$ cat src/pim_pkg.sv
package pim_pkg;

  localparam int FRAC_BITS = 16;
  localparam int STEP_FRAC = 16;
  localparam int WORD_W    = 32;
  localparam int STEP_W    = 16;

  localparam int N_ENT  = 16;
  localparam int AW     = 4;
  localparam int RC_W   = 2;
  localparam int N_SC   = 6;
  localparam int SC_W   = 3;
  localparam int CNT_W  = 7;
  localparam int TAG_W  = 6;

  // operands carry one extra bit so that negating the most negative word stays exact
  localparam int OPW    = WORD_W + 1;
  localparam int PROD_W = 2 * OPW;
  localparam int SH_W   = PROD_W - FRAC_BITS;
  localparam int SSH_W  = PROD_W - STEP_FRAC;
  localparam int ACC_W  = SH_W + 2;

  localparam logic [STEP_W-1:0] STEP_RESET = STEP_W'(655);
  localparam logic signed [WORD_W-1:0] ONE_FX   = WORD_W'(1 << FRAC_BITS);
  localparam logic signed [WORD_W-1:0] WORD_MAX = {1'b0, {(WORD_W-1){1'b1}}};
  localparam logic signed [WORD_W-1:0] WORD_MIN = {1'b1, {(WORD_W-1){1'b0}}};

  localparam logic [CNT_W-1:0] SCALE_LAST = CNT_W'(N_SC);
  localparam logic [CNT_W-1:0] MAC_LAST   = CNT_W'(64);
  localparam logic [CNT_W-1:0] PF_CNT     = CNT_W'(4);
  localparam logic [AW:0]      EMIT_LAST  = (AW+1)'(N_ENT - 1);

  // scaled increment terms
  localparam logic [SC_W-1:0] SC_DX = 3'd0;
  localparam logic [SC_W-1:0] SC_DY = 3'd1;
  localparam logic [SC_W-1:0] SC_DZ = 3'd2;
  localparam logic [SC_W-1:0] SC_WX = 3'd3;
  localparam logic [SC_W-1:0] SC_WY = 3'd4;
  localparam logic [SC_W-1:0] SC_WZ = 3'd5;

  localparam logic CMD_STEP = 1'b0;
  localparam logic CMD_LOAD = 1'b1;

  typedef enum logic [1:0] {
    ST_IDLE,
    ST_SCALE,
    ST_MAC,
    ST_EMIT
  } state_t;

  typedef struct packed {
    logic              wr_en;
    logic [AW-1:0]     wr_addr;
    logic [WORD_W-1:0] wr_data;
    logic [AW-1:0]     rd_addr;
  } mem_req_t;

  typedef struct packed {
    logic              sat;
    logic [WORD_W-1:0] val;
  } clip_t;

  typedef struct packed {
    logic [AW-1:0]     idx;
    logic [WORD_W-1:0] val;
    logic              last;
    logic              sat;
  } out_beat_t;

  function automatic clip_t clip_word(input logic signed [ACC_W-1:0] x);
    clip_t r;
    r.sat = 1'b0;
    r.val = x[WORD_W-1:0];
    if (x > ACC_W'(WORD_MAX)) begin
      r.sat = 1'b1;
      r.val = WORD_MAX;
    end else if (x < ACC_W'(WORD_MIN)) begin
      r.sat = 1'b1;
      r.val = WORD_MIN;
    end
    return r;
  endfunction

  function automatic logic [WORD_W-1:0] pose_reset(input logic [AW-1:0] a);
    return (a[RC_W-1:0] == a[AW-1:RC_W]) ? ONE_FX : '0;
  endfunction

endpackage

$ cat src/pose_increment_update_top.sv
// Pose integrator: holds a 4x4 Q16.16 homogeneous pose (identity after reset) and on a step
// command replaces it by Trans(d) * (I + skew(w)) * pose, where d and w are the velocities
// times the configured time step (Q0.16 s), then sends all 16 entries in row order, the last
// beat flagged. A load command writes one pose entry in its accept cycle and sends nothing.
// A step keeps the input stalled until its last pose read is issued: first the six velocities
// are scaled, then the 64 matrix products are formed, both through one shared 33x33 multiplier
// issuing one product per cycle, then the 16 pose entries are read from memory into a two-beat
// output buffer, reads held back while it is full. Results of one step may still be
// draining while the next item is accepted.
module pose_increment_update_top (
  input  logic                                 clk,
  input  logic                                 rst_n,

  input  logic                                 cfg_wr_en,
  input  logic [pim_pkg::STEP_W-1:0]           cfg_wr_data,

  input  logic                                 in_valid,
  output logic                                 in_stall,
  input  logic                                 in_command,
  input  logic [3:0]                           in_entry_index,
  input  logic signed [pim_pkg::WORD_W-1:0]    in_entry_value,
  input  logic signed [pim_pkg::WORD_W-1:0]    in_lin_vel_x,
  input  logic signed [pim_pkg::WORD_W-1:0]    in_lin_vel_y,
  input  logic signed [pim_pkg::WORD_W-1:0]    in_lin_vel_z,
  input  logic signed [pim_pkg::WORD_W-1:0]    in_ang_vel_x,
  input  logic signed [pim_pkg::WORD_W-1:0]    in_ang_vel_y,
  input  logic signed [pim_pkg::WORD_W-1:0]    in_ang_vel_z,

  output logic                                 out_valid,
  input  logic                                 out_stall,
  output logic [3:0]                           out_index,
  output logic signed [pim_pkg::WORD_W-1:0]    out_value,
  output logic                                 out_last_entry,
  output logic                                 out_saturated
);

  pim_pkg::state_t state_r, state_nxt;
  logic [pim_pkg::CNT_W-1:0] cnt_r, cnt_nxt;
  logic [pim_pkg::AW:0]      em_cnt_r;
  logic [pim_pkg::STEP_W-1:0] step_r;

  logic signed [pim_pkg::WORD_W-1:0] vel_r [pim_pkg::N_SC];
  logic signed [pim_pkg::WORD_W-1:0] sc_r  [pim_pkg::N_SC];
  logic signed [pim_pkg::WORD_W-1:0] col_r [4];
  logic signed [pim_pkg::WORD_W-1:0] colp_r [4];

  logic in_acc;
  logic sc_issue, mac_issue, pf_issue, col_copy, em_issue;
  logic [pim_pkg::RC_W-1:0] mi, mj, mk;

  logic signed [pim_pkg::OPW-1:0]    mul_a, mul_b, m_ent;
  logic signed [pim_pkg::PROD_W-1:0] prod_nxt, prod_r;
  logic                              prod_sc_r, prod_mac_r;
  logic [pim_pkg::TAG_W-1:0]         ptag_r;
  logic [pim_pkg::RC_W-1:0]          pi, pj, pk;

  logic signed [pim_pkg::SH_W-1:0]   sh_mac;
  logic signed [pim_pkg::SSH_W-1:0]  sh_sc;
  logic signed [pim_pkg::ACC_W-1:0]  acc_r, acc_sum;
  pim_pkg::clip_t                    mac_clip, sc_clip;
  logic [pim_pkg::N_ENT-1:0]         sat_r;

  pim_pkg::mem_req_t         mreq;
  logic [pim_pkg::WORD_W-1:0] rd_data;
  logic                       pf_vld_r;
  logic [pim_pkg::RC_W-1:0]   pf_k_r;

  logic                   em_pend_r;
  logic [pim_pkg::AW-1:0] em_idx_r;
  pim_pkg::out_beat_t     pend_beat, out_r, out_nxt, skid_r, skid_nxt;
  logic                   out_vld_r, out_vld_nxt, skid_vld_r, skid_vld_nxt, out_free;

  assign in_acc = in_valid && !in_stall;
  assign mj = cnt_r[5:4];
  assign mi = cnt_r[3:2];
  assign mk = cnt_r[1:0];
  assign pj = ptag_r[5:4];
  assign pi = ptag_r[3:2];
  assign pk = ptag_r[1:0];

  // ---------------- control ----------------
  always_comb begin
    state_nxt = state_r;
    unique case (state_r)
      pim_pkg::ST_IDLE:  if (in_acc && in_command == pim_pkg::CMD_STEP) state_nxt = pim_pkg::ST_SCALE;
      pim_pkg::ST_SCALE: if (cnt_r == pim_pkg::SCALE_LAST) state_nxt = pim_pkg::ST_MAC;
      pim_pkg::ST_MAC:   if (cnt_r == pim_pkg::MAC_LAST) state_nxt = pim_pkg::ST_EMIT;
      pim_pkg::ST_EMIT:  if (em_issue && em_cnt_r == pim_pkg::EMIT_LAST) state_nxt = pim_pkg::ST_IDLE;
      default:           state_nxt = pim_pkg::ST_IDLE;
    endcase
  end

  assign cnt_nxt = (state_nxt != state_r) ? '0 : cnt_r + 1'b1;

  always_comb begin
    in_stall  = 1'b1;
    sc_issue  = 1'b0;
    mac_issue = 1'b0;
    pf_issue  = 1'b0;
    col_copy  = 1'b0;
    em_issue  = 1'b0;
    unique case (state_r)
      pim_pkg::ST_IDLE:  in_stall = 1'b0;
      pim_pkg::ST_SCALE: begin
        sc_issue = cnt_r < pim_pkg::SCALE_LAST;
        pf_issue = cnt_r < pim_pkg::PF_CNT;
        col_copy = cnt_r == pim_pkg::SCALE_LAST;
      end
      pim_pkg::ST_MAC: begin
        mac_issue = cnt_r < pim_pkg::MAC_LAST;
        // prefetch next column during the first four products of this one
        pf_issue  = mac_issue && cnt_r[3:2] == '0 && mj != '1;
        col_copy  = mac_issue && cnt_r[3:0] == '1;
      end
      pim_pkg::ST_EMIT:  em_issue = !(out_vld_nxt && skid_vld_nxt);
      default: ;
    endcase
  end

  always_ff @(posedge clk) begin
    if (!rst_n) begin
      state_r  <= pim_pkg::ST_IDLE;
      cnt_r    <= '0;
      em_cnt_r <= '0;
      step_r   <= pim_pkg::STEP_RESET;
    end else begin
      state_r <= state_nxt;
      cnt_r   <= cnt_nxt;
      if (state_r != pim_pkg::ST_EMIT) begin
        em_cnt_r <= '0;
      end else if (em_issue) begin
        em_cnt_r <= em_cnt_r + 1'b1;
      end
      if (cfg_wr_en) begin
        step_r <= cfg_wr_data;
      end
    end
  end

  always_ff @(posedge clk) begin
    if (in_acc) begin
      vel_r[pim_pkg::SC_DX] <= in_lin_vel_x;
      vel_r[pim_pkg::SC_DY] <= in_lin_vel_y;
      vel_r[pim_pkg::SC_DZ] <= in_lin_vel_z;
      vel_r[pim_pkg::SC_WX] <= in_ang_vel_x;
      vel_r[pim_pkg::SC_WY] <= in_ang_vel_y;
      vel_r[pim_pkg::SC_WZ] <= in_ang_vel_z;
    end
  end

  // ---------------- increment matrix entry (mi, mk) ----------------
  always_comb begin
    unique case ({mi, mk})
      4'h0, 4'h5, 4'ha, 4'hf: m_ent = pim_pkg::OPW'(pim_pkg::ONE_FX);
      4'h1: m_ent = -pim_pkg::OPW'(sc_r[pim_pkg::SC_WZ]);
      4'h2: m_ent =  pim_pkg::OPW'(sc_r[pim_pkg::SC_WY]);
      4'h3: m_ent =  pim_pkg::OPW'(sc_r[pim_pkg::SC_DX]);
      4'h4: m_ent =  pim_pkg::OPW'(sc_r[pim_pkg::SC_WZ]);
      4'h6: m_ent = -pim_pkg::OPW'(sc_r[pim_pkg::SC_WX]);
      4'h7: m_ent =  pim_pkg::OPW'(sc_r[pim_pkg::SC_DY]);
      4'h8: m_ent = -pim_pkg::OPW'(sc_r[pim_pkg::SC_WY]);
      4'h9: m_ent =  pim_pkg::OPW'(sc_r[pim_pkg::SC_WX]);
      4'hb: m_ent =  pim_pkg::OPW'(sc_r[pim_pkg::SC_DZ]);
      default: m_ent = '0;
    endcase
  end

  // ---------------- shared multiplier ----------------
  always_comb begin
    mul_a = '0;
    mul_b = '0;
    if (sc_issue) begin
      mul_a = pim_pkg::OPW'(vel_r[cnt_r[pim_pkg::SC_W-1:0]]);
      mul_b = pim_pkg::OPW'($signed({1'b0, step_r}));
    end else if (mac_issue) begin
      mul_a = m_ent;
      mul_b = pim_pkg::OPW'(col_r[mk]);
    end
  end

  assign prod_nxt = mul_a * mul_b;

  always_ff @(posedge clk) begin
    prod_r <= prod_nxt;
    ptag_r <= cnt_r[pim_pkg::TAG_W-1:0];
  end

  always_ff @(posedge clk) begin
    if (!rst_n) begin
      prod_sc_r  <= 1'b0;
      prod_mac_r <= 1'b0;
    end else begin
      prod_sc_r  <= sc_issue;
      prod_mac_r <= mac_issue;
    end
  end

  // ---------------- shift, accumulate, saturate ----------------
  assign sh_mac   = prod_r[pim_pkg::PROD_W-1:pim_pkg::FRAC_BITS];
  assign sh_sc    = prod_r[pim_pkg::PROD_W-1:pim_pkg::STEP_FRAC];
  assign acc_sum  = ((pk == '0) ? '0 : acc_r) + pim_pkg::ACC_W'(sh_mac);
  assign mac_clip = pim_pkg::clip_word(acc_sum);
  assign sc_clip  = pim_pkg::clip_word(pim_pkg::ACC_W'(sh_sc));

  always_ff @(posedge clk) begin
    if (prod_mac_r) begin
      acc_r <= acc_sum;
      if (pk == '1) begin
        sat_r[{pi, pj}] <= mac_clip.sat;
      end
    end
    if (prod_sc_r) begin
      sc_r[ptag_r[pim_pkg::SC_W-1:0]] <= sc_clip.val;
    end
  end

  // ---------------- pose memory ----------------
  always_comb begin
    mreq.wr_en   = 1'b0;
    mreq.wr_addr = in_entry_index;
    mreq.wr_data = in_entry_value;
    if (in_acc && in_command == pim_pkg::CMD_LOAD) begin
      mreq.wr_en = 1'b1;
    end else if (prod_mac_r && pk == '1) begin
      mreq.wr_en   = 1'b1;
      mreq.wr_addr = {pi, pj};
      mreq.wr_data = mac_clip.val;
    end
    if (state_r == pim_pkg::ST_EMIT) begin
      mreq.rd_addr = em_cnt_r[pim_pkg::AW-1:0];
    end else if (state_r == pim_pkg::ST_MAC) begin
      mreq.rd_addr = {mk, mj + 1'b1};
    end else begin
      mreq.rd_addr = {cnt_r[pim_pkg::RC_W-1:0], pim_pkg::RC_W'(0)};
    end
  end

  pim_pose_mem u_mem (
    .clk     (clk),
    .rst_n   (rst_n),
    .req     (mreq),
    .rd_data (rd_data)
  );

  always_ff @(posedge clk) begin
    if (!rst_n) begin
      pf_vld_r  <= 1'b0;
      em_pend_r <= 1'b0;
    end else begin
      pf_vld_r  <= pf_issue;
      em_pend_r <= em_issue;
    end
  end

  always_ff @(posedge clk) begin
    pf_k_r   <= mreq.rd_addr[pim_pkg::AW-1:pim_pkg::RC_W];
    em_idx_r <= mreq.rd_addr;
    if (pf_vld_r) begin
      colp_r[pf_k_r] <= rd_data;
    end
    if (col_copy) begin
      col_r <= colp_r;
    end
  end

  // ---------------- output buffer: output register plus skid beat ----------------
  assign pend_beat.idx  = em_idx_r;
  assign pend_beat.val  = rd_data;
  assign pend_beat.last = em_idx_r == '1;
  assign pend_beat.sat  = sat_r[em_idx_r];
  assign out_free       = !out_vld_r || !out_stall;

  always_comb begin
    out_nxt      = out_r;
    skid_nxt     = skid_r;
    out_vld_nxt  = out_vld_r;
    skid_vld_nxt = skid_vld_r;
    if (out_free) begin
      if (skid_vld_r) begin
        out_nxt      = skid_r;
        out_vld_nxt  = 1'b1;
        skid_nxt     = pend_beat;
        skid_vld_nxt = em_pend_r;
      end else begin
        out_nxt     = pend_beat;
        out_vld_nxt = em_pend_r;
      end
    end else if (em_pend_r) begin
      skid_nxt     = pend_beat;
      skid_vld_nxt = 1'b1;
    end
  end

  always_ff @(posedge clk) begin
    if (!rst_n) begin
      out_vld_r  <= 1'b0;
      skid_vld_r <= 1'b0;
    end else begin
      out_vld_r  <= out_vld_nxt;
      skid_vld_r <= skid_vld_nxt;
    end
  end

  always_ff @(posedge clk) begin
    out_r  <= out_nxt;
    skid_r <= skid_nxt;
  end

  assign out_valid      = out_vld_r;
  assign out_index      = out_r.idx;
  assign out_value      = out_r.val;
  assign out_last_entry = out_r.last;
  assign out_saturated  = out_r.sat;

endmodule

$ cat src/pim_pose_mem.sv
module pim_pose_mem (
  input  logic                          clk,
  input  logic                          rst_n,
  input  pim_pkg::mem_req_t             req,
  output logic [pim_pkg::WORD_W-1:0]    rd_data
);

  logic [pim_pkg::WORD_W-1:0] mem [pim_pkg::N_ENT];
  logic [pim_pkg::N_ENT-1:0]  vld_r;
  logic [pim_pkg::WORD_W-1:0] rd_q_r;
  logic                       rd_vld_r;
  logic [pim_pkg::AW-1:0]     rd_addr_r;

  always_ff @(posedge clk) begin
    if (req.wr_en) begin
      mem[req.wr_addr] <= req.wr_data;
    end
    rd_q_r    <= mem[req.rd_addr];
    rd_addr_r <= req.rd_addr;
  end

  // entries never written since reset read as the identity pose
  always_ff @(posedge clk) begin
    if (!rst_n) begin
      vld_r    <= '0;
      rd_vld_r <= 1'b0;
    end else begin
      if (req.wr_en) begin
        vld_r[req.wr_addr] <= 1'b1;
      end
      rd_vld_r <= vld_r[req.rd_addr];
    end
  end

  assign rd_data = rd_vld_r ? rd_q_r : pim_pkg::pose_reset(rd_addr_r);

endmodule
$ cat config.mk
export PLATFORM = sky130hd
export DESIGN_NAME = pose_increment_update_top
export DESIGN_NICKNAME = d
export VERILOG_FILES = /design/src/pim_pkg.sv /design/src/pose_increment_update_top.sv /design/src/pim_pose_mem.sv
export SDC_FILE = /design/constraint.sdc
export NUM_CORES = 2
export LEC_CHECK = 0
export ABC_AREA = 1
export ABC_CLOCK_PERIOD_IN_PS = 11100
export BUFFER_PORTS_ARGS = -buffer_cell sky130_fd_sc_hd__buf_2
export CORE_AREA = 2 2 431 433
export DETAILED_ROUTE_END_ITERATION = 16
export DIE_AREA = 0 0 433 435
export PLACE_DENSITY = 0.74
export SLEW_MARGIN = 40
export SYNTH_ARGS = -nofsm -noshare
export SYNTH_HDL_FRONTEND = slang
export SYNTH_HIERARCHICAL = 1
export SYNTH_SLANG_ARGS = --single-unit
$ cat constraint.sdc
create_clock -name clk -period 11.1 [get_ports clk]
set_clock_uncertainty 0.1 [all_clocks]
set_input_delay 1.665 -clock clk [delete_from_list [all_inputs] [get_ports clk]]
set_output_delay 1.665 -clock clk [all_outputs]
set_load 0.05 [all_outputs]
Word level (Yosys, flattened, before mapping). Memories as Yosys holds them, arrays and structs flattened. A register that Yosys moved wholly into a read port is not among the register bits. Index checks and enable logic that the tools add are counted.

Add/subtract/negate cells: 7. $mul: 1. Div/mod/pow operators: 0. $lt $le $gt $ge: 16. Equal/unequal tests: 25. Shift operators: 0. Multiplexer cells: 59. Bitwise operators: 5. Reductions and logical operators: 26.

Operator list (count): 33-bit case mux with 10 select lines (1); 33-bit two-way mux (6); 32-bit two-way mux (6); 38-bit two-way mux (4); 128-bit bitwise mux (1); 32-bit negation with 33-bit output (3); 33-bit by 33-bit multiplier with 66-bit output (1); 32-bit binary-select mux with 2-bit select (1); 32-bit demux with 2-bit select (1); 52-bit adder (1); 52-bit by 32-bit greater-than comparator with 1-bit output (second input constant) (1); 52-bit by 32-bit < comparator with 1-bit output (second input constant) (1); 52-bit two-way mux (1); 50-bit by 32-bit greater-than comparator with 1-bit output (second input constant) (1); 50-bit by 32-bit < comparator with 1-bit output (second input constant) (1); 37-bit two-way mux (1); 36-bit two-way mux (1); 4-bit == test (second input constant) (6); 4-bit by 5-bit < comparator with 1-bit output (second input constant) (4); 1-bit two-way mux (20); 17-bit two-way mux (1); 16-bit bitwise mux (1); 4-bit by 3-bit == test with 1-bit output (second input constant) (4); 16-bit bitwise OR (1); other kinds (36) (70).

Flip-flop bits (word level): 531. Latch bits: 0. RAM bits: 896. ROM bits: 0. Bits of input ports: 250. Output and inout port bits: 40. Logic and storage cells: 176. Memories: 3.

Memory list: u_mem.mem (words 16, width 32, rd ports 1, clocked after Yosys merged registers in 1, wr ports 1, line pim_pose_mem.sv:8) `logic [pim_pkg::WORD_W-1:0] mem [pim_pkg::N_ENT];`; sc_r (words 6, width 32, rd ports 6, clocked after Yosys merged registers in 0, wr ports 1, line pose_increment_update_top.sv:43) `logic signed [pim_pkg::WORD_W-1:0] sc_r [pim_pkg::N_SC];`; vel_r (words 6, width 32, rd ports 1, clocked after Yosys merged registers in 1, wr ports 6, line pose_increment_update_top.sv:42) `logic signed [pim_pkg::WORD_W-1:0] vel_r [pim_pkg::N_SC];`.

Longest topological paths before layout.
Depth in word-level cells: 13. Depth in mapped cells: 50. Mapped depth without buffers: 49.

Hierarchy. The synthesis kept the hierarchy.

By module, submodules not included: pose_increment_update_top (instances 1, cells an instance 8535, area each 78481.5 um^2, seq. area each 25464.4 um^2); pim_pose_mem (instances 1, cells an instance 1722, area each 21984.8 um^2, seq. area each 16435.8 um^2).

Worst setup path after synthesis. Ideal clock, no wire load.

Path type: register -> register. Start: reg cnt_r[0] (netlist name). End: reg prod_r[65] (netlist name). Library setup time: 112 ps. Arrival: 9761 ps. Data required time: 10888 ps. Slack: 1127 ps. Cell stages (with the launch flop): 38. Path buffers: 6. Period minus slack after synthesis: 9973 ps. Cell sequence: dfxtp_1 buf_2 inv_2 clkbuf_1 buf_2 buf_1 ha_1 inv_1 nor2_2 clkbuf_1 o21ai_0 o2111ai_1 nand2_1 nand2_1 clkbuf_1 nand2_1 fa_1 fa_1 [2 not listed] fa_1 fa_1 fa_1 fa_1 inv_1 fa_1 inv_1 ha_1 a21oi_1 inv_1 a31oi_1 o21ai_0 nand3_1 nand2_1 a2111oi_0 nand2_1 nand2_1 nand2_1.

Longest elaborated chain between the ends: 7. Elaborated cells on any way between the ends: 28. Classes of those cells: 1 x mul; 2 x order compare; 12 x eq/ne; 10 x mux; 1 x bitwise; 2 x reduce/logical.

Ends and longest elaborated chain: start, declared (line pose_increment_update_top.sv:38) `logic [pim_pkg::CNT_W-1:0] cnt_r, cnt_nxt;`; start signal, assigned (line pose_increment_update_top.sv:128) `cnt_r <= cnt_nxt;`; branches (longest 6 deep; another with 33-bit case mux with 10 select lines); 33-bit by 33-bit multiplier with 66-bit output (*) (line pose_increment_update_top.sv:181) `assign prod_nxt = mul_a * mul_b;`; named net prod_nxt (one bit) (line pose_increment_update_top.sv:52) `logic signed [pim_pkg::PROD_W-1:0] prod_nxt, prod_r;`; end signal, assigned (line pose_increment_update_top.sv:184) `prod_r <= prod_nxt;`; end, declared (line pose_increment_update_top.sv:52).

Mark *: on every way through the listed nets, which the timed path passes. The select of a mux whose other input is x is not followed. A chain may end at the register's enable or synchronous reset.

Worst setup path in the final report.
Start: reg cnt_r[1] (netlist name). End: reg prod_r[61] (netlist name).

Same word-level chain as after synthesis.

==> impl_metrics.env <==
export IMPL_outcome="finished clean"
export IMPL_overflow=0
export IMPL_synth_cells=10257
export IMPL_drive_above_1_share_pct=8.271
export IMPL_multi_input_area_sq_mm=0.04981
export IMPL_dpl_hpwl_um=234700
export IMPL_cts_buffers=141
export IMPL_setup_viol=0
export IMPL_drcViolationCount=0
export IMPL_cp_depth=31
export IMPL_synthesis_area_sq_mm=0.1005
export IMPL_synth_most_common_cell="inv_1"
export IMPL_area_delta_synth_final_pct=9.414
export IMPL_synthTopCellsByArea="edfxtp_1 39%, fa_1 23%, inv_1 7.0%, nand2_1 6.9%, nor2_1 4.8%"
export IMPL_ys_flop_type="edfxtp_1"
export IMPL_clk_pin_slew_ps=60
export IMPL_grt_usage_pct=33.57
export IMPL_yosys_area_top_type="edfxtp_1"
export IMPL_tightest_slew_ps=961.2
export IMPL_clock_root_buffer="clkbuf_16"
export IMPL_drt_iter0_drc=8724
export IMPL_n_fill_cell=15232
export IMPL_synth_edf_count=1296
export IMPL_power_switching_mw=10.82
export IMPL_start_util_pct=54.59
export IMPL_dp_slack_ps=785.3
export IMPL_finalHoldViolCount=0
export IMPL_rrSetupSlack_ps=520
export IMPL_cts_max_level=4
export IMPL_coreArea_sq_mm=0.1840
export IMPL_critPathKind="reg -> reg"
export IMPL_slowest_stage="dfxtp_1"
export IMPL_p_seq_share_pct=29.4
export IMPL_endpoint="prod_r[61]"
export IMPL_grt_max_degree=126
export IMPL_critical_path_top_delay_family="adder cells"
export IMPL_slew_viol_final=0
export IMPL_die_area_sq_mm=0.1884
export IMPL_fin_nets=12149
export IMPL_worstPathArrival_ps=11170
export IMPL_vias=75726
export IMPL_clock_path_buffers=3
export IMPL_die_h_um=435
export IMPL_regArea_sq_mm=0.04191
export IMPL_p_int_mw=12.90
export IMPL_reg2reg_depth=31
export IMPL_syn_area_per_cell_sq_um=9.795
export IMPL_swShare_pct=45.61
export IMPL_hold_buffers=0
export IMPL_leakagePower_nw=47.32
export IMPL_grt_pass1_vias=76433
export IMPL_rows=158
export IMPL_portBuffers=289
export IMPL_ant_nets=0
export IMPL_r2r_start="cnt_r[1]"
export IMPL_synthTopCellsByCount="1883 x inv_1, 1847 x nand2_1, 1296 x edfxtp_1, 1287 x nor2_1, 1145 x fa_1"
export IMPL_cp_max_fo=20
export IMPL_totalWireLength_um=312500
export IMPL_synth_distinct_cells=67
export IMPL_pwr_share_clk_pct=20.3
export IMPL_fin_crit_sh_pct=95.35
export IMPL_grt_pass1_wl_um=472200
export IMPL_hold_worst_slack_ps=304.1
export IMPL_fin_ws_ps=516.2
export IMPL_synth_ff_latch_count=1445
export IMPL_min_period_ps=10580
export IMPL_yosysSeqAreaShare_pct=41.71
export IMPL_antenna_found_initial=22
export IMPL_tritoncts="done"
export IMPL_crit_required_ps=11680
export IMPL_r2r_end="prod_r[61]"
export IMPL_worstSkewPairLatency_ps=800
export IMPL_slowest_delay_ps=750
export IMPL_cts_sink_count=1445
export IMPL_wl_per_cell_um=23.87
export IMPL_rsz0062_at_grt="false"
export IMPL_vias_per_cell=5.784
export IMPL_total_power_mw=23.71
export IMPL_yosys_warnings=6
export IMPL_async_flop_share_pct=0
export IMPL_timing_slew_headroom_pct=35.85
export IMPL_hp_class="reg -> reg"
export IMPL_cp_startpoint="cnt_r[1]"
export IMPL_tns_ps=0
export IMPL_critPathBufInv=6
export IMPL_io_pins=290
export IMPL_combPwrFrac_pct=50.3
export IMPL_drt_pre_antenna_iters=9
export IMPL_power_density_mw_per_mm2=215.7
export IMPL_cp_end_kind="register"
export IMPL_critPathMostFrequentCell="fa_1"
export IMPL_gp_congestion=1.031
export IMPL_peakVddDrop_mv=0.2491
export IMPL_netlist_area_leader_share_pct=38.74
export IMPL_fmax_ghz=0.09448
export IMPL_syn_nets=11931
export IMPL_die_w_um=433
export IMPL_start_kind="register"
export IMPL_maxCapViolCount=0
## per-layer routing
| metal | GRT usage, % | vias to the layer above | share of wire [%] |
|---|---|---|---|
| met2 | 51.74 | 4397 | 46 |
| met4 | 16.74 | 6 | 5.5 |
| met3 | 7.884 | 808 | 11 |
| li1 | - | 33058 | - |
| met1 | 44.74 | 37457 | 37 |
| met5 | 0 | - | 0.016 |
## power by group through the flow
stage	registers (mW)	logic (mW)	clock network, mW
CTS	6.94	11.7	4.87
floorplan	7.06	7.27	0
detailed placement	7.06	11.5	0
global route	6.98	12.9	5.07
global placement	7.05	11.4	0
finish	6.96	11.9	4.82
## flip-flops by register name, indices dropped and copies added (netlist names), 2 cells and up
name,cells
u_mem/vld_r,16
state_r,2
prod_r,50
u_mem/rd_q_r,32
colp_r,128
ptag_r,6
out_value,32
vel_r,192
acc_r,52
skid_r,38
em_idx_r,4
u_mem/mem,512
out_index,4
sc_r,192
step_r,16
cnt_r,7
sat_r,16
col_r,128
em_cnt_r,5
u_mem/rd_addr_r,4
## cells by family after synthesis
kind of cell	Yosys count	synth area share, %
fa+ha+maj	1424	26.29
buf+inv	2340	9.080
compound gates	1293	7.470
xor+xnor	89	0.7759
flops	1445	41.71
simple gates	3666	14.68
## timing repair
action / in CTS / in global routing
gates resized for setup: 0 / 2
hold endpoints to repair: 0 / 0
setup endpoints to repair: 0 / 2
buffers inserted: 0 / 0
## cell usage in the layout, fill, tap and decap left out, types with 11 or more instances in the layout
cell type	instances
nand3_1	301
a31oi_1	20
diode_2	21
o211ai_1	160
buf_4	185
xor2_1	63
o22ai_1	35
a21oi_1	328
nand2_2	14
nor3_1	41
nand4_1	71
ha_1	279
clkbuf_1	30
buf_2	289
xnor2_1	26
o21ai_1	104
inv_2	27
clkbuf_16	142
fa_1	1144
clkinv_2	26
nor2_1	1268
o221ai_1	13
nor4_1	27
o21ai_0	466
nor2_2	11
a211oi_1	15
or2_2	35
nor2_4	25
edfxtp_1	1296
inv_1	1872
a221oi_1	22
a32oi_1	24
dfxtp_1	146
clkinv_1	37
nand2_1	1844
o2111ai_1	23
## stage by stage
step | cells | cell area, sq um | utilization, %
2_1_floorplan | 10257 | 100500 | -
3_3_place_gp | 12803 | 104900 | 57.02
3_5_place_dp | 12808 | 105100 | 57.11
4_1_cts | 13067 | 109800 | 59.65
5_1_grt | 13087 | 109900 | 59.72
6_report | 13092 | 109900 | 59.73
## area by class of cell
type,instances,area share (%)
Antenna cell,21,0.04781
Inverter,1924,6.605
Timing Repair Buffer,491,2.831
Sequential cell,1445,38.12
Clock buffer,180,3.435
Multi-Input combinational cell,6472,45.31
Clock inverter,79,0.8241
Tap cell,2480,2.823
## worst min-delay path by stage
stage | from | end | slack, ps | cells after the start
floorplan | cnt_r[2] | ptag_r[2] | 230 | 0
global route | colp_r[104] | col_r[104] | 310 | 0
detailed placement | colp_r[100] | col_r[100] | 300 | 0
global placement | colp_r[61] | col_r[61] | 300 | 0
finish | colp_r[114] | col_r[114] | 300 | 0
CTS | colp_r[15] | col_r[15] | 310 | 0
Power figures use the tool's default switching activity.
